[src/sv/wws_pkg.sv]
// Shared types, cell codes and next-state helpers for the Wireworld stencil.
// No dependencies; used by the top level and the bench.
`timescale 1ns / 1ps

package wws_pkg;

  localparam int DIM_W  = 7;   // width of a grid dimension or a row/column counter
  localparam int POS_W  = 6;   // width of a result row or column
  localparam int SLOTS  = 4;   // results one input can cause
  localparam int CNT_W  = 3;   // holds 0..SLOTS

  typedef logic [1:0]       cell_t;
  typedef logic [DIM_W-1:0] dim_t;
  typedef logic [POS_W-1:0] pos_t;
  typedef logic [CNT_W-1:0] cnt_t;
  typedef logic [1:0]       reg_idx_t;

  localparam cell_t ST_EMPTY  = 2'd0;
  localparam cell_t ST_HEAD   = 2'd1;
  localparam cell_t ST_TAIL   = 2'd2;
  localparam cell_t ST_COPPER = 2'd3;

  localparam reg_idx_t REG_GRID_ROWS = 2'd0;
  localparam reg_idx_t REG_GRID_COLS = 2'd1;

  localparam dim_t DIM_RESET = 7'd40;
  localparam dim_t DIM_MIN   = 7'd2;

  typedef struct packed {
    cell_t state;
    pos_t  row;
    pos_t  col;
    logic  done;
  } result_t;

  // Clamp a written dimension into 2..maxv.
  function automatic dim_t clamp_dim(dim_t v, int unsigned maxv);
    dim_t res;
    res = v;
    if (v < DIM_MIN) begin
      res = DIM_MIN;
    end else if (32'(v) > maxv) begin
      res = dim_t'(maxv);
    end
    return res;
  endfunction

  function automatic logic [3:0] count_heads(logic [7:0] h);
    logic [3:0] n;
    n = 4'd0;
    for (int i = 0; i < 8; i++) begin
      n = n + 4'(h[i]);
    end
    return n;
  endfunction

  function automatic cell_t next_cell(cell_t center, logic [3:0] heads);
    cell_t res;
    case (center)
      ST_EMPTY: res = ST_EMPTY;
      ST_HEAD:  res = ST_TAIL;
      ST_TAIL:  res = ST_COPPER;
      default:  res = (heads == 4'd1 || heads == 4'd2) ? ST_HEAD : ST_COPPER;
    endcase
    return res;
  endfunction

endpackage

[src/sv/wws_line_store.sv]
// Line store: single-port-write, single-port-read memory, registered read.
// Depends on nothing; holds the two rows above the current one.
`timescale 1ns / 1ps

module wws_line_store #(
  parameter int DEPTH = 64,
  parameter int AW    = 6,
  parameter int W     = 4
) (
  input  logic          clk,
  input  logic          rd_en,
  input  logic [AW-1:0] rd_addr,
  output logic [W-1:0]  rd_data,
  input  logic          wr_en,
  input  logic [AW-1:0] wr_addr,
  input  logic [W-1:0]  wr_data
);

  logic [W-1:0] mem [DEPTH];
  logic [W-1:0] rd_data_r;

  always_ff @(posedge clk) begin
    if (wr_en) begin
      mem[wr_addr] <= wr_data;
    end
  end

  // hold read data until the next read
  always_ff @(posedge clk) begin
    if (rd_en) begin
      rd_data_r <= mem[rd_addr];
    end
  end

  assign rd_data = rd_data_r;

endmodule

[src/sv/wireworld_stencil_step_unit.sv]
// Top level of the Wireworld stencil: counters, 3x3 window, result queue.
// Depends on wws_pkg and wws_line_store.
`timescale 1ns / 1ps

// Usage
//   Stream one grid generation in raster order, one 2-bit cell per input beat
//   (0 empty, 1 head, 2 tail, 3 copper). Each input beat causes 0 to 4 result
//   beats carrying a cell's next state with its row and column; run_last marks
//   the final result of an input beat, frame_done the grid's last cell.
//   Results trail the input by one row and one column; end-of-row and
//   last-row inputs also flush the cells that remain.
//   Set grid_rows / grid_cols through the cfg port while idle; writing either
//   restarts the frame at row 0, column 0. Values clamp to 2..MAX.
// Timing
//   An accepted beat reads the line store into the read stage, then, once the
//   output queue is free, updates the window and loads its results into the
//   queue, whose slot 0 drives out_*. Throughput is one input beat per cycle
//   while the receiver takes every result and each beat causes at most one;
//   a beat with several results holds the next beat until the last one leaves.
//   When the receiver stalls, the queue holds and in_ready drops once the
//   read stage is full. Reset clears counters, window and queue; the line
//   store needs no clearing since stale entries only stand for cells outside
//   the grid.
module wireworld_stencil_step_unit #(
  parameter int MAX_COLS = 64,
  parameter int MAX_ROWS = 64
) (
  input  logic                    clk,
  input  logic                    rst_n,
  input  logic                    cfg_we,
  input  wws_pkg::reg_idx_t       cfg_index,
  input  logic [wws_pkg::DIM_W-1:0] cfg_wdata,
  input  logic                    in_valid,
  output logic                    in_ready,
  input  logic [1:0]              in_cell_state,
  output logic                    out_valid,
  input  logic                    out_ready,
  output logic [1:0]              out_next_state,
  output logic [5:0]              out_cell_row,
  output logic [5:0]              out_cell_col,
  output logic                    out_run_last,
  output logic                    out_frame_done
);

  localparam int COLS_CAP = (MAX_COLS < 128) ? MAX_COLS : 128;
  localparam int AW       = (COLS_CAP > 2) ? $clog2(COLS_CAP) : 1;

  // Grid size and raster position
  wws_pkg::dim_t rows_r, rows_nxt, cols_r, cols_nxt;
  wws_pkg::dim_t row_r, row_nxt, col_r, col_nxt;

  logic in_acc, end_col_a, last_row_a, restart;

  // Read stage: beat waits here for line store data
  logic           b_valid_r, b_valid_nxt, b_adv;
  wws_pkg::cell_t cur_b_r;
  wws_pkg::dim_t  row_b_r, col_b_r;
  logic           end_b_r, last_b_r;
  logic [3:0]     line_rd;

  // 3x3 window: [0] row r-2, [1] row r-1, [2] row r; [..][2] newest column
  wws_pkg::cell_t win_r [3][3];
  wws_pkg::cell_t win_nxt [3][3];
  logic           hd [3][3];
  logic           row0_ok, col0_ok;

  logic             cand_v [wws_pkg::SLOTS];
  wws_pkg::result_t cand   [wws_pkg::SLOTS];
  wws_pkg::result_t slot_nxt [wws_pkg::SLOTS];
  wws_pkg::cnt_t    n_res;
  wws_pkg::dim_t    row_m1, col_m1;

  // Output queue: slot 0 drives the ports
  wws_pkg::result_t q_r [wws_pkg::SLOTS];
  wws_pkg::cnt_t    q_left_r, q_left_nxt;
  logic             q_free, out_pop;

  // ---------------------------------------------------------------- config
  assign restart = cfg_we &&
                   (cfg_index == wws_pkg::REG_GRID_ROWS || cfg_index == wws_pkg::REG_GRID_COLS);

  always_comb begin
    rows_nxt = rows_r;
    cols_nxt = cols_r;
    if (cfg_we && cfg_index == wws_pkg::REG_GRID_ROWS) begin
      rows_nxt = wws_pkg::clamp_dim(cfg_wdata, MAX_ROWS);
    end
    if (cfg_we && cfg_index == wws_pkg::REG_GRID_COLS) begin
      cols_nxt = wws_pkg::clamp_dim(cfg_wdata, COLS_CAP);
    end
  end

  // ------------------------------------------------------------ input side
  assign q_free   = (q_left_r == '0) || (out_ready && q_left_r == wws_pkg::cnt_t'(1));
  assign b_adv    = b_valid_r && q_free;
  assign in_ready = !b_valid_r || b_adv;
  assign in_acc   = in_valid && in_ready;

  assign end_col_a  = (col_r >= cols_r - wws_pkg::dim_t'(1));
  assign last_row_a = (row_r >= rows_r - wws_pkg::dim_t'(1));

  // advance raster position; wrap at row end and frame end; back to 0,0 on a size write
  always_comb begin
    row_nxt = row_r;
    col_nxt = col_r;
    if (restart) begin
      row_nxt = '0;
      col_nxt = '0;
    end else if (in_acc) begin
      if (end_col_a) begin
        col_nxt = '0;
        row_nxt = last_row_a ? '0 : row_r + wws_pkg::dim_t'(1);
      end else begin
        col_nxt = col_r + wws_pkg::dim_t'(1);
      end
    end
  end

  assign b_valid_nxt = in_acc ? 1'b1 : (b_adv ? 1'b0 : b_valid_r);

  always_ff @(posedge clk) begin
    if (!rst_n) begin
      rows_r    <= wws_pkg::clamp_dim(wws_pkg::DIM_RESET, MAX_ROWS);
      cols_r    <= wws_pkg::clamp_dim(wws_pkg::DIM_RESET, COLS_CAP);
      row_r     <= '0;
      col_r     <= '0;
      b_valid_r <= 1'b0;
    end else begin
      rows_r    <= rows_nxt;
      cols_r    <= cols_nxt;
      row_r     <= row_nxt;
      col_r     <= col_nxt;
      b_valid_r <= b_valid_nxt;
    end
  end

  always_ff @(posedge clk) begin
    if (in_acc) begin
      cur_b_r  <= in_cell_state;
      row_b_r  <= row_r;
      col_b_r  <= col_r;
      end_b_r  <= end_col_a;
      last_b_r <= last_row_a;
    end
  end

  // Line store word: {row two above, row above}. Read on accept, write back
  // the shifted pair when the beat leaves the read stage. The same column is
  // touched again only a full row later, so no forwarding is needed.
  wws_line_store #(
    .DEPTH (COLS_CAP),
    .AW    (AW),
    .W     (4)
  ) u_line_store (
    .clk     (clk),
    .rd_en   (in_acc),
    .rd_addr (col_r[AW-1:0]),
    .rd_data (line_rd),
    .wr_en   (b_adv),
    .wr_addr (col_b_r[AW-1:0]),
    .wr_data ({line_rd[1:0], cur_b_r})
  );

  // ---------------------------------------------------------------- window
  always_comb begin
    for (int k = 0; k < 3; k++) begin
      win_nxt[k][0] = win_r[k][1];
      win_nxt[k][1] = win_r[k][2];
    end
    win_nxt[0][2] = line_rd[3:2];
    win_nxt[1][2] = line_rd[1:0];
    win_nxt[2][2] = cur_b_r;
  end

  always_ff @(posedge clk) begin
    if (!rst_n) begin
      for (int i = 0; i < 3; i++) begin
        for (int j = 0; j < 3; j++) begin
          win_r[i][j] <= wws_pkg::ST_EMPTY;
        end
      end
    end else if (b_adv) begin
      win_r <= win_nxt;
    end
  end

  // Drop neighbors above the top row or left of column 0. The bottom row
  // and right column of the window never lie outside the grid.
  assign row0_ok = (row_b_r >= wws_pkg::dim_t'(2));
  assign col0_ok = (col_b_r >= wws_pkg::dim_t'(2));

  always_comb begin
    for (int i = 0; i < 3; i++) begin
      for (int j = 0; j < 3; j++) begin
        hd[i][j] = (win_nxt[i][j] == wws_pkg::ST_HEAD);
      end
    end
    for (int j = 0; j < 3; j++) begin
      hd[0][j] = hd[0][j] && row0_ok;
    end
    for (int i = 0; i < 3; i++) begin
      hd[i][0] = hd[i][0] && col0_ok;
    end
  end

  assign row_m1 = row_b_r - wws_pkg::dim_t'(1);
  assign col_m1 = col_b_r - wws_pkg::dim_t'(1);

  // Four candidate results in output order
  always_comb begin
    cand_v[0] = (row_b_r != '0) && (col_b_r != '0);
    cand[0].state = wws_pkg::next_cell(win_nxt[1][1], wws_pkg::count_heads(
        {hd[0][0], hd[0][1], hd[0][2], hd[1][0], hd[1][2], hd[2][0], hd[2][1], hd[2][2]}));
    cand[0].row  = row_m1[wws_pkg::POS_W-1:0];
    cand[0].col  = col_m1[wws_pkg::POS_W-1:0];
    cand[0].done = 1'b0;

    cand_v[1] = (row_b_r != '0) && end_b_r;
    cand[1].state = wws_pkg::next_cell(win_nxt[1][2], wws_pkg::count_heads(
        {3'b000, hd[0][1], hd[0][2], hd[1][1], hd[2][1], hd[2][2]}));
    cand[1].row  = row_m1[wws_pkg::POS_W-1:0];
    cand[1].col  = col_b_r[wws_pkg::POS_W-1:0];
    cand[1].done = 1'b0;

    cand_v[2] = last_b_r && (col_b_r != '0);
    cand[2].state = wws_pkg::next_cell(win_nxt[2][1], wws_pkg::count_heads(
        {3'b000, hd[1][0], hd[1][1], hd[1][2], hd[2][0], hd[2][2]}));
    cand[2].row  = row_b_r[wws_pkg::POS_W-1:0];
    cand[2].col  = col_m1[wws_pkg::POS_W-1:0];
    cand[2].done = 1'b0;

    cand_v[3] = last_b_r && end_b_r;
    cand[3].state = wws_pkg::next_cell(win_nxt[2][2], wws_pkg::count_heads(
        {5'b00000, hd[1][1], hd[1][2], hd[2][1]}));
    cand[3].row  = row_b_r[wws_pkg::POS_W-1:0];
    cand[3].col  = col_b_r[wws_pkg::POS_W-1:0];
    cand[3].done = 1'b1;
  end

  // pack the live candidates toward slot 0
  always_comb begin
    n_res = '0;
    for (int k = 0; k < wws_pkg::SLOTS; k++) begin
      slot_nxt[k] = cand[k];
    end
    for (int k = 0; k < wws_pkg::SLOTS; k++) begin
      if (cand_v[k]) begin
        slot_nxt[n_res[1:0]] = cand[k];
        n_res = n_res + wws_pkg::cnt_t'(1);
      end
    end
  end

  // ---------------------------------------------------------- output queue
  assign out_valid = (q_left_r != '0);
  assign out_pop   = out_valid && out_ready;

  always_comb begin
    q_left_nxt = q_left_r;
    if (b_adv) begin
      q_left_nxt = n_res;
    end else if (out_pop) begin
      q_left_nxt = q_left_r - wws_pkg::cnt_t'(1);
    end
  end

  always_ff @(posedge clk) begin
    if (!rst_n) begin
      q_left_r <= '0;
    end else begin
      q_left_r <= q_left_nxt;
    end
  end

  // load a fresh set, or shift the next result up on a pop
  always_ff @(posedge clk) begin
    if (b_adv) begin
      q_r <= slot_nxt;
    end else if (out_pop) begin
      for (int k = 0; k < wws_pkg::SLOTS - 1; k++) begin
        q_r[k] <= q_r[k+1];
      end
    end
  end

  assign out_next_state = q_r[0].state;
  assign out_cell_row   = q_r[0].row;
  assign out_cell_col   = q_r[0].col;
  assign out_frame_done = q_r[0].done;
  assign out_run_last   = (q_left_r == wws_pkg::cnt_t'(1));

endmodule

[config.mk]
export PLATFORM = sky130hd
export DESIGN_NAME = wireworld_stencil_step_unit
export DESIGN_NICKNAME = d
export VERILOG_FILES = /design/src/sv/wws_pkg.sv /design/src/sv/wws_line_store.sv /design/src/sv/wireworld_stencil_step_unit.sv
export SDC_FILE = /design/constraint.sdc
export NUM_CORES = 1
export LEC_CHECK = 0
export BUFFER_PORTS_ARGS = -buffer_cell sky130_fd_sc_hd__buf_2
export CAP_MARGIN = 20
export CORE_ASPECT_RATIO = 2
export CORE_MARGIN = 4
export CORE_UTILIZATION = 63
export DETAILED_ROUTE_END_ITERATION = 12
export PLACE_DENSITY = 0.77
export SETUP_SLACK_MARGIN = 0.4
export SYNTH_ARGS = -nofsm -noshare
export SYNTH_HDL_FRONTEND = slang
export SYNTH_SLANG_ARGS = --single-unit
export TNS_END_PERCENT = 5
[constraint.sdc]
create_clock -name clk -period 6.3 [get_ports clk]
set_input_delay 0.63 -clock clk [delete_from_list [all_inputs] [get_ports clk]]
set_output_delay 0.63 -clock clk [all_outputs]
set_load 0.02 [all_outputs]
# Word-level counts from Yosys, hierarchy flattened
# Memories as Yosys holds them, arrays and structs flattened. A register that Yosys moved wholly into a read port is not among the register bits.
# Cells that the tools add are included.
[totals]
register_bits = 122
latchBits = 0
mem_bits_rw = 256
rom_bits = 0
in_bits = 16
output_inout_bits = 18
word_cells = 176
memories = 1
[op_classes]
add_sub_neg = 26
n_mul = 0
n_div = 0
order_cmp = 12
eq_ne = 23
shifts = 0
n_mux = 36
bitwise = 4
n_reduce_logical = 41
[mem_list]
columns = ["name", "depth", "width", "rd", "rd_clocked_by_memory_dff", "wr", "line_no", "source"]
rows = [
  ["u_line_store.mem", 64, 4, 1, 1, 1, "wws_line_store.sv:19", "logic [W-1:0] mem [DEPTH];"],
]
[op_table]
columns = ["cell", "n"]
rows = [
  ["60-bit bitwise mux", 3],
  ["60-bit two-way mux", 3],
  ["15-bit demux with 2-bit select", 3],
  ["45-bit two-way mux", 2],
  ["15-bit two-way mux", 3],
  ["4-bit by 1-bit adder with 4-bit output", 8],
  ["7-bit two-way mux", 4],
  ["2-bit one-hot mux with 3 select lines", 4],
  ["2-bit by 1-bit equality test with 1-bit output (second input constant)", 10],
  ["1-bit logical AND", 20],
  ["3-bit two-way mux", 5],
  ["7-bit by 1-bit adder with 7-bit output (second input constant)", 2],
  ["7-bit by 2-bit >= comparator with 1-bit output (second input constant)", 2],
  ["7-bit >= comparator", 2],
  ["7-bit nonzero test", 2],
  ["7-bit by 1-bit subtractor with 7-bit output (second input constant)", 2],
  ["4-bit by 1-bit equality test with 1-bit output (second input constant)", 3],
  ["4-bit by 2-bit equality test with 1-bit output (second input constant)", 3],
  ["6-bit by 1-bit subtractor with 6-bit output (second input constant)", 2],
  ["2-bit logical NOT", 5],
  ["2-bit by 1-bit adder with 3-bit output", 3],
  ["3-bit by 1-bit adder with 3-bit output (second input constant)", 3],
  ["3-bit >= comparator (second input constant)", 3],
  ["3-bit by 1-bit < comparator with 1-bit output (second input constant)", 3],
  ["19 further kinds", 42],
]

# Depth between registers and ports, before layout
# Gate-level depths: netlist (run 1).
[logic_depth]
depth_word = 19
ltp_mapped = 19
mapped_depth_nobuf = 18

# Modules after synthesis
# Synthesis (run 1) repeated with hierarchy kept, for this count alone.
[hier_totals]
cells_unflattened = 1233
hier_area_um2 = 17518.1
[modules_own_cells]
columns = ["mod", "n_inst", "cells_per_inst", "area_each_um2", "seq_area_each_um2"]
rows = [
  ["wws_line_store", 1, 521, 10447.5, 7807.5],
  ["wireworld_stencil_step_unit", 1, 712, 7070.5, 3223.1],
]

# Worst setup path before layout (run 1)
# Ideal clock, no wire load.
[synth_path]
kind = "register to register"
from = "register col_b_r[0]"
to = "register q_r, in the netlist out_next_state[1], data pin"
setup_ps = 259
arrival_time_ps = 4125
required_time_ps = 6041
slack_ps = 1916
stages_incl_launch_ff = 19
n_path_buf = 1
synth_period_minus_slack_ps = 4384
path_cell_list = "edfxtp_1 -> clkbuf_1 -> inv_1 -> ha_1 -> or4_1 -> nor2_1 -> nor3b_1 -> fa_1 -> inv_1 -> fa_1 -> inv_1 -> fa_1 -> inv_1 -> fa_1 -> xnor2_1 -> a31oi_1 -> mux2i_1 -> a21oi_1 -> a211o_1"
[synth_between]
elab_chain_len = 19
elab_cells_between_ends = 57
classes_between = "12 x add/sub; 7 x order compare; 4 x eq/ne; 20 x mux; 3 x bitwise; 11 x reduce/logical"
[synth_rtl]
columns = ["item", "line_no", "source"]
rows = [
  ["from (decl)", "wireworld_stencil_step_unit.sv:57", "wws_pkg::dim_t row_b_r, col_b_r;"],
  ["from (signal assigned)", "wireworld_stencil_step_unit.sv:141", "col_b_r <= col_r;"],
  ["7-bit by 2-bit >= comparator with 1-bit output", "wireworld_stencil_step_unit.sv:190", "assign col0_ok = (col_b_r >= wws_pkg::dim_t'(2));"],
  ["1-bit logical AND", "wireworld_stencil_step_unit.sv:202", "hd[i][0] = hd[i][0] && col0_ok;"],
  ["4-bit by 1-bit adder with 4-bit output (6 in a row)", "wws_pkg.sv:52", "n = n + 4'(h[i]);"],
  ["4-bit by 1-bit equality test with 1-bit output / 4-bit by 2-bit equality test with 1-bit output (equally long branches)", "wws_pkg.sv:63", "default: res = (heads == 4'd1 || heads == 4'd2) ? ST_HEAD : ST_COPPER;"],
  ["1-bit logical OR", "wws_pkg.sv:63", ""],
  ["2-bit two-way mux", "wws_pkg.sv:63", ""],
  ["2-bit one-hot mux with 3 select lines", "wws_pkg.sv:59", "case (center)"],
  ["60-bit bitwise mux", "wireworld_stencil_step_unit.sv:248", "slot_nxt[n_res[1:0]] = cand[k];"],
  ["60-bit two-way mux", "wireworld_stencil_step_unit.sv:247", "if (cand_v[k]) begin"],
  ["60-bit bitwise mux", "wireworld_stencil_step_unit.sv:248", ""],
  ["60-bit two-way mux", "wireworld_stencil_step_unit.sv:247", ""],
  ["60-bit bitwise mux", "wireworld_stencil_step_unit.sv:248", ""],
  ["60-bit two-way mux *", "wireworld_stencil_step_unit.sv:247", ""],
  ["45-bit two-way mux *", "wireworld_stencil_step_unit.sv:277", "if (b_adv) begin"],
  ["to (signal assigned)", "wireworld_stencil_step_unit.sv:278", "q_r <= slot_nxt;"],
  ["to (signal, indexed assignment)", "wireworld_stencil_step_unit.sv:281", "q_r[k] <= q_r[k+1];"],
  ["to (decl)", "wireworld_stencil_step_unit.sv:74", "wws_pkg::result_t q_r [wws_pkg::SLOTS];"],
]
# Mark *: on every way between the ends. The rest lies on a longest branch, timed or not.
# A chain may end at the register's enable or synchronous reset.

# Final worst setup path (run 1)
# Ends and elaborated chain as after synthesis.

==> out/metrics.csv, run 1 <==
stage;metric;value;unit
worst_setup_path;crit_type;flop to flop;
clock_tree;clock_sinks;382;
run;drv_cap;0;
detailed_routing;ant_nets;0;
worst_setup_path;startpoint_type;flop;
timing;fin_crit_sh;76.02;%
detailed_routing;wirelength;37.48;mm
floorplan;rows;85;
timing;fin_crit;4789;ps
worst_setup_path;cpPeakStageDelay;570;ps
worst_setup_path;arrival;5070;ps
logic_synthesis;syn-num-nets;1301;
worst_setup_path;endpoint_kind;flop;
finish;final_cell_mix;338 x edfxtp_1, 153 x nand2_1, 106 x nor2_1;
global_route;grt_max_degree;91;
floorplan;pin_count;34;
floorplan;core;26910;um2
logic_synthesis;ys_warn_count;0;
clock_tree;cts_hold_buf;0;
status;outcome;complete, no violations;
detailed_routing;via_count;9893;
clock_tree;cts-root-buf;clkbuf_16;
timing;report.final.hold_viol_count;0;
floorplan;die_x;125.0;um
logic_synthesis;ys_seq_area_share;64.00;%
hold_path;hp-class;primary input to flop;
clock_tree;clockBufferDepth;3;
timing;setup_tns;0;ps
finish;drive_gt1_share;13.97;%
finish;mostFrequentLayoutCell;edfxtp_1;
logic_synthesis;syn_inst;1228;
worst_setup_path;crit_path_top_delay_cell;edfxtp_1;
timing;fin_skew;23.92;ps
timing;slew_headroom;43.67;%
logic_synthesis;ys_types;60;
logic_synthesis;syn-cell-area;17230;um2
place;place.gp.congestion;0.9564;
floorplan;die_h;241.9;um
finish;design_area;18650;um2
global_route;grt_pass1_vias;10420;
finish;layout.nets;1309;
logic_synthesis;yosys_register_bits;382;
clock_tree;path_clk_slew;60;ps
clock_tree;htreeDepth;2;
global_route;antenna_found_initial;0;
worst_setup_path;crit_family;adder cells;
global_route;overflow;0;
finish;seqCellArea;11040;um2
floorplan;initial_core_util;64.05;%
global_route;grt_usage;25.14;%
clock_tree;cts_setup_buffers;0;
finish;multi_input_area;5630;um2
finish;stdcell_count;1608;
logic_synthesis;syn_avg_cell_area;14.03;um2
detailed_routing;drc;0;
power;p_leak;0.006346;uW
detailed_routing;wl_per_cell;23.31;um
worst_setup_path;path_buf_inv;4;
place;dp_cells;1547;
power;p_per_area;348.9;nW/um2
clock_tree;cts_tree;built;
logic_synthesis;synthArstFlopShare;0;%
detailed_routing;drt_first_pass_iters;7;
detailed_routing;drt_iter0_drc;787;
global_route;grt_pass1_wl;58.34;mm
clock_tree;numCtsBuffers;34;
logic_synthesis;ys.flop_type;edfxtp_1;
worst_setup_path;required;6580;ps
clock_tree;clock_latency;530;ps
worst_setup_path;worstPathMaxFanout;10;
timing;worst_pin_slew;838.5;ps
place;hpwlAfterDp;25.65;mm
place;portBuffers;33;
worst_setup_path;cp_cell_sequence;inv_1 -> ha_1 -> or4_1 -> nor2_1 -> nor3b_1 -> fa_1 -> inv_1 -> fa_1 -> inv_1 -> fa_1 -> inv_1 -> fa_1 -> xnor2_1 -> a31oi_1 -> mux2i_1 -> a21oi_1 -> a211o_1;
logic_synthesis;synth_edf_count;338;
finish;num-fill-cells;1841;
power;peakVddDrop;0.2380;mV
timing;max_freq;0.2088;GHz
finish;diodes;0;
place;dpl-instance-area;17540;um2
finish;syn_to_final_growth;8.211;%
clock_tree;ctsResizeCount;0;
detailed_routing;via_per_inst;6.152;
timing;rsz0062_at_grt;no;
timing;finalMaxSlewViolations;0;
timing;final-setup-viol-count;0;
floorplan;dieArea;30230;um2
==> report_power, final <==
group,switching (uW),total (uW),internal [uW]
combinational,774,1190,416
clock,886,2070,1180
sequential,134,3250,3110
==> area by class of cell <==
| cell class | instances | area share (%) |
|---|---|---|
| clock buffer | 41 | 4.817 |
| clock inverter | 19 | 1.040 |
| inverter | 47 | 0.9460 |
| multi-input combinational | 725 | 30.19 |
| sequential | 382 | 59.19 |
| tap | 348 | 2.335 |
| timing repair buffer | 46 | 1.476 |
==> sequential cells by signal, summed over array words and instances (netlist names), 7 cells and up <==
register / cells
row_b_r: 7
q_r: 45
row_r: 7
col_r: 7
rows_r: 7
cols_r: 7
col_b_r: 7
win_nxt: 12
u_line_store.mem: 256
==> per-layer routing <==
layer  part of all wire [%]  vias to the layer above  GRT usage, %  wire (um)
met3                    4.4                      113         3.729       1634
li1                       -                     4520             -          -
met5                      0                        -             0          0
met1                     33                     4936         26.02      12300
met2                     57                      324         47.69      21220
met4                    6.2                        0         14.08       2326
==> through the flow <==
stage	util (%)	setup WS, ps	hold WS (ps)	total power [uW]
after floorplan	-	1916	431.4	4179
after global placement	65.18	1668	448.5	4441
after detailed placement	65.18	1509	456.3	4484
after CTS	69.24	1496	284.3	6540
after global routing	69.31	1241	283.1	6797
final	69.31	1511	297.2	6507
==> path summary, 6_finish.rpt <==
check / startpoint / depth (start not counted) / slack (ps) / to
setup / recovery: col_b_r[0]$_DFFE_PP_ / 17 / 1510 / out_next_state[1]$_DFFE_PP_
hold / removal: in_cell_state[1] / 1 / 300 / cur_b_r[1]$_DFFE_PP_
setup reg to reg: col_b_r[0]$_DFFE_PP_ / 17 / 1510 / out_next_state[1]$_DFFE_PP_
hold reg to reg: win_nxt[4]$_SDFFE_PN0P_ / 2 / 470 / win_nxt[4]$_SDFFE_PN0P_
==> cell families after synthesis <==
kind of cell / count (synthesis) / synth area share [%]
other cells: 1 / 0.02176
flops: 382 / 64.00
compound gates: 148 / 5.590
mux: 86 / 9.670
simple gates: 376 / 9.888
buf+inv: 121 / 3.398
fa+ha+maj: 57 / 4.530
xor+xnor: 57 / 2.897
==> worst reg2reg max path, delay by kind of cell (launching register included) <==
family | cells | cell delay [ps]
adder cells (fa/ha/maj) | 5 | 2050
AND/OR/NAND/NOR | 3 | 770
XOR/XNOR | 1 | 170
multiplexers | 1 | 170
buffers and inverters | 4 | 370
AO/OA/AOI/OAI | 3 | 450
flip-flops | 1 | 570
==> Yosys cell counts, types with 10 or more instances <==
cell | number | share of area (%)
edfxtp_1 | 338 | 59
nand2_1 | 153 | 3.3
nor2_1 | 106 | 2.3
mux4_2 | 64 | 8.4
ha_1 | 48 | 3.5
inv_1 | 46 | 1.0
dfxtp_1 | 44 | 5.1
o21ai_0 | 42 | 1.2
xor2_1 | 36 | 1.8
clkbuf_1 | 32 | 0.70
buf_4 | 22 | 0.96
a21boi_0 | 21 | 0.91
xnor2_1 | 21 | 1.1
nor2b_1 | 19 | 0.69
nor3_1 | 19 | 0.55
mux2i_1 | 18 | 1.0
a21oi_1 | 16 | 0.46
nand3_1 | 15 | 0.44
nand2b_1 | 10 | 0.36
o21ai_1 | 10 | 0.29
(Power assumes the default switching activity.)
==> run 2, diff against run 1 <==
- CORE_UTILIZATION: 63 -> 57
- PLACE_DENSITY: 0.77 -> 0.73
- clock period: 6.3 -> 3.85 ns (I/O delays scaled with it)
==> out/metrics.csv, run 2 (synthesized netlist as in run 1, its figures left out) <==
stage;metric;value;unit
finish;multi_input_area;5807;um2
timing;final-setup-viol-count;1;
clock_tree;clockBufferDepth;3;
clock_tree;path_clk_slew;70;ps
run;drv_cap;0;
floorplan;die_h;253.9;um
finish;num-fill-cells;2045;
floorplan;initial_core_util;58.18;%
timing;fin_skew;18.32;ps
clock_tree;clock_sinks;382;
timing;finalMaxSlewViolations;0;
timing;slew_headroom;41.80;%
timing;fin_crit;4182;ps
timing;rsz0062_at_grt;yes;
finish;top_register;u_line_store.mem;
worst_setup_path;crit_type;flop to flop;
clock_tree;cts_hold_buf;0;
floorplan;dieArea;33250;um2
finish;syn_to_final_growth;11.62;%
detailed_routing;wirelength;38.01;mm
clock_tree;cts_tree;built;
finish;design_area;19240;um2
place;dp_slack;-379.9;ps
worst_setup_path;worstPathMaxFanout;3;
power;peakVddDrop;0.3358;mV
worst_setup_path;startpoint_type;flop;
detailed_routing;wl_per_cell;22.79;um
power;p_per_area;570.5;nW/um2
global_route;overflow;0;
detailed_routing;drt_first_pass_iters;5;
place;hpwlAfterDp;25.84;mm
timing;setup_slack;-332.4;ps
finish;largest_reg_flops;256;
timing;fin_crit_sh;108.6;%
detailed_routing;via_per_inst;6.053;
finish;mostFrequentLayoutCell;edfxtp_1;
finish;final_cell_mix;338 x edfxtp_1, 151 x nand2_1, 105 x nor2_1;
worst_setup_path;required;4140;ps
timing;max_freq;0.2391;GHz
floorplan;rows;89;
clock_tree;numCtsBuffers;34;
place;dp_cells;1596;
timing;report.final.hold_viol_count;0;
detailed_routing;via_count;10100;
clock_tree;cts-root-buf;clkbuf_16;
floorplan;die_x;131.0;um
power;p_leak;0.006606;uW
timing;worst_pin_slew;873.0;ps
clock_tree;htreeDepth;2;
floorplan;pin_count;34;
status;outcome;complete, but fails checks;
global_route;grt_pass1_vias;10270;
finish;seqCellArea;11040;um2
worst_setup_path;arrival;4470;ps
timing;whs;45.97;ps
detailed_routing;drc;0;
clock_tree;clock_latency;540;ps
finish;utilization;64.94;%
status;violations;setup timing;
finish;drive_gt1_share;19.56;%
floorplan;core;29620;um2
detailed_routing;ant_nets;0;
detailed_routing;drt_iter0_drc;820;
finish;layout.nets;1351;
place;portBuffers;33;
finish;stdcell_count;1668;
hold_path;hp-class;primary input to flop;
place;place.gp.congestion;0.8819;
global_route;grt_pass1_wl;57.41;mm
place;dpl-instance-area;17830;um2
global_route;grt_usage;23.21;%
global_route;grt_max_degree;68;
finish;diodes;0;
global_route;antenna_found_initial;0;
worst_setup_path;endpoint_kind;flop;
## run 2: cell type report
| cell class | instances | area share [%] |
|---|---|---|
| Sequential cell | 382 | 57.39 |
| Multi-Input combinational cell | 725 | 30.19 |
| Clock inverter | 24 | 1.515 |
| Clock buffer | 38 | 4.501 |
| Timing Repair Buffer | 88 | 3.115 |
| Inverter | 47 | 0.9301 |
| Tap cell | 364 | 2.367 |
## run 2: metrics by stage
stage / TNS, ps / total power (uW)
2_1_floorplan: -331.4 / 6845
3_3_place_gp: -342.5 / 7368
3_5_place_dp: -379.9 / 7421
4_1_cts: -330.9 / 10940
5_1_grt: -506.4 / 11450
6_report: -332.4 / 10970
## run 2: worst paths after layout
kind	start	cells past startpoint	to	slack (ps)
max reg2reg	col_b_r[1]$_DFFE_PP_	16	out_next_state[1]$_DFFE_PP_	-330
min reg2reg	win_nxt[10]$_SDFFE_PN0P_	2	win_nxt[10]$_SDFFE_PN0P_	460
max	col_b_r[1]$_DFFE_PP_	16	out_next_state[1]$_DFFE_PP_	-330
min	in_cell_state[0]	1	cur_b_r[0]$_DFFE_PP_	50
## run 2: layer usage
layer	GRT usage (%)	wire, um	vias to the layer above	share of wire, %
li1	-	-	4616	-
met4	11.27	2075	0	5.5
met1	24.24	12450	5075	33
met5	0	0	-	0
met3	3.260	1594	107	4.2
met2	44.08	21880	298	58
## run 2: worst max-delay path: stages, from the launching register on
cell and delay, ps:
edfxtp_1 430, ha_2 210, or4_4 440, nor2_4 160, nor3b_4 70, fa_1 540, inv_1 50, fa_1 490
inv_2 40, fa_2 350, inv_2 70, fa_2 430, xnor2_2 140, a31oi_1 90, mux2i_1 130, a21oi_1 90
a211o_1 230
## run 2: repair_timing
| action | in CTS | in global routing |
|---|---|---|
| endpoints found under the setup margin | 34 | 40 |
| setup buffers | 1 | 8 |
| pin swaps | 1 | 20 |
| gates cloned | 0 | 1 |
| resized for setup | 11 | 31 |
| endpoints found under the hold margin | 0 | 0 |
## run 2: report_power, final
part / internal (uW) / switching, uW / leakage, uW / total (uW)
combinational: 806 / 1360 / 0.00259 / 2170
sequential: 5100 / 172 / 0.00346 / 5270
clock: 2050 / 1490 / 0.000556 / 3540
==> run 3, diff against run 2 <==
- CTS_CLUSTER_DIAMETER: default -> 50
- HOLD_SLACK_MARGIN: default -> 0.12
==> out/metrics.csv, run 3 (synthesized netlist as in run 1, its figures left out) <==
stage;metric;value;unit
floorplan;die_x;131.0;um
clock_tree;numCtsBuffers;34;
clock_tree;cts_tree;built;
run;drv_cap;0;
clock_tree;cts-root-buf;clkbuf_16;
clock_tree;path_clk_slew;70;ps
power;power;10970;uW
worst_setup_path;crit_type;flop to flop;
timing;slew_headroom;41.40;%
worst_setup_path;endpoint_kind;flop;
place;dp_slack;-379.9;ps
floorplan;rows;89;
timing;setup_tns;-327.5;ps
global_route;grt_max_degree;68;
worst_setup_path;path_buf_inv;3;
place;portBuffers;33;
global_route;overflow;0;
detailed_routing;wl_per_cell;22.85;um
finish;diodes;0;
clock_tree;clockBufferDepth;3;
clock_tree;clock_sinks;382;
finish;utilization;65.01;%
detailed_routing;drc;0;
clock_tree;clock_latency;540;ps
timing;worst_pin_slew;856.9;ps
finish;top_register;u_line_store.mem;
status;violations;setup timing;
worst_setup_path;cpPeakStageDelay;530;ps
worst_setup_path;worstPathMaxFanout;3;
finish;drive_gt1_share;19.53;%
power;p_per_area;569.7;nW/um2
floorplan;pin_count;34;
worst_setup_path;startpoint_type;flop;
floorplan;core;29620;um2
global_route;use_met3;3.260;%
floorplan;dieArea;33250;um2
global_route;grt_util_met2;44.11;%
floorplan;initial_core_util;58.18;%
finish;final_cell_mix;338 x edfxtp_1, 151 x nand2_1, 105 x nor2_1;
global_route;grt_pass1_wl;57.44;mm
global_route;antenna_found_initial;0;
timing;max_freq;0.2394;GHz
global_route;grt_pass1_vias;10280;
worst_setup_path;crit_path_top_delay_cell;fa_1;
clock_tree;htreeDepth;2;
global_route;top_usage_layer;met2;
worst_setup_path;regToRegSetupSlack;-330;ps
finish;largest_reg_flops;256;
detailed_routing;drt_iter0_drc;824;
timing;setup_slack;-327.5;ps
worst_setup_path;cp_cell_sequence;ha_2 -> or4_4 -> nor2_4 -> nor3b_4 -> fa_1 -> inv_1 -> fa_1 -> inv_2 -> fa_2 -> inv_2 -> fa_2 -> xnor2_2 -> a31oi_1 -> mux2i_1 -> a21oi_1 -> a211o_1;
global_route;grt_usage;23.22;%
finish;mostFrequentLayoutCell;edfxtp_1;
timing;fin_skew;15.73;ps
place;hpwlAfterDp;25.84;mm
timing;fin_crit;4178;ps
timing;rsz0062_at_grt;yes;
worst_setup_path;arrival;4460;ps
global_route;grt_use_met1;24.24;%
detailed_routing;drt_first_pass_iters;5;
finish;num-fill-cells;2043;
place;dp_cells;1596;
worst_setup_path;required;4130;ps
timing;report.final.hold_viol_count;0;
timing;finalMaxSlewViolations;0;
finish;stdcell_count;1670;
status;outcome;complete, but fails checks;
finish;syn_to_final_growth;11.74;%
floorplan;die_h;253.9;um
detailed_routing;via_count;10080;
power;peakVddDrop;0.3366;mV
timing;fin_crit_sh;108.5;%
power;p_leak;0.006614;uW
detailed_routing;via_per_inst;6.037;
finish;layout.nets;1353;
place;place.gp.congestion;0.8819;
detailed_routing;ant_nets;0;
detailed_routing;wirelength;38.15;mm
worst_setup_path;crit_family;adder cells;
hold_path;hp-class;primary input to flop;
timing;final-setup-viol-count;1;
run 3: cell types whose count changed in the layout (fill, tap and decap cells not counted), sizes merged:
cell | previous run | this run
dlygate4sd3 | 0 | 2
run 3: repair_timing:
action                     4_1_cts  5_1_grt
pin swaps                        1       20
hold endpoints to repair         2        0
hold buffers                     2        0
setup buffers                    1        8
gates resized for setup         11       31
cloned                           0        1
setup endpoints to repair       34       40
run 3: path summary, 6_finish.rpt:
check                                         startpoint                           to  cells after the start
worst min register to register  win_nxt[10]$_SDFFE_PN0P_     win_nxt[10]$_SDFFE_PN0P_                      2
worst min-delay path                            in_valid       b_valid_r$_SDFFE_PN0P_                      3
worst max register to register      col_b_r[1]$_DFFE_PP_  out_next_state[1]$_DFFE_PP_                     16
worst max-delay path                col_b_r[1]$_DFFE_PP_  out_next_state[1]$_DFFE_PP_                     16
run 3: layer usage:
layer,vias to the layer above,part of all wire [%]
met1,5050,33
met5,-,0
li1,4619,-
met4,0,5.3
met2,308,58
met3,104,4.1
run 3: area by class of cell:
| cell class | instances | area [um2] | area share (%) |
|---|---|---|---|
| sequential | 382 | 11040 | 57.33 |
| tap | 364 | 455.4 | 2.365 |
| clock inverter | 24 | 291.5 | 1.514 |
| multi-input combinational | 725 | 5807 | 30.15 |
| timing repair buffer | 90 | 619.3 | 3.216 |
| clock buffer | 38 | 865.8 | 4.496 |
| inverter | 47 | 178.9 | 0.9291 |
run 3: worst register-to-register path, cell delays in order, from the launching register on:
cell and delay [ps]:
edfxtp_1 430, ha_2 210, or4_4 440, nor2_4 160, nor3b_4 70, fa_1 530
inv_1 50, fa_1 490, inv_2 40, fa_2 350, inv_2 70, fa_2 430
xnor2_2 140, a31oi_1 90, mux2i_1 130, a21oi_1 90, a211o_1 230
run 3: stage by stage:
stage          instance area [um2]  hold slack (ps)
2_1_floorplan                17260            431.4
3_3_place_gp                 17830            455.2
3_5_place_dp                 17830            454.3
4_1_cts                      19050            129.9
5_1_grt                      19260            156.1
6_report                     19260            143.7
run 3: report_power, final:
part	switching, uW	leakage (uW)	internal [uW]
combinational	1360	0.00260	806
clock	1490	0.000556	2050
sequential	173	0.00346	5100
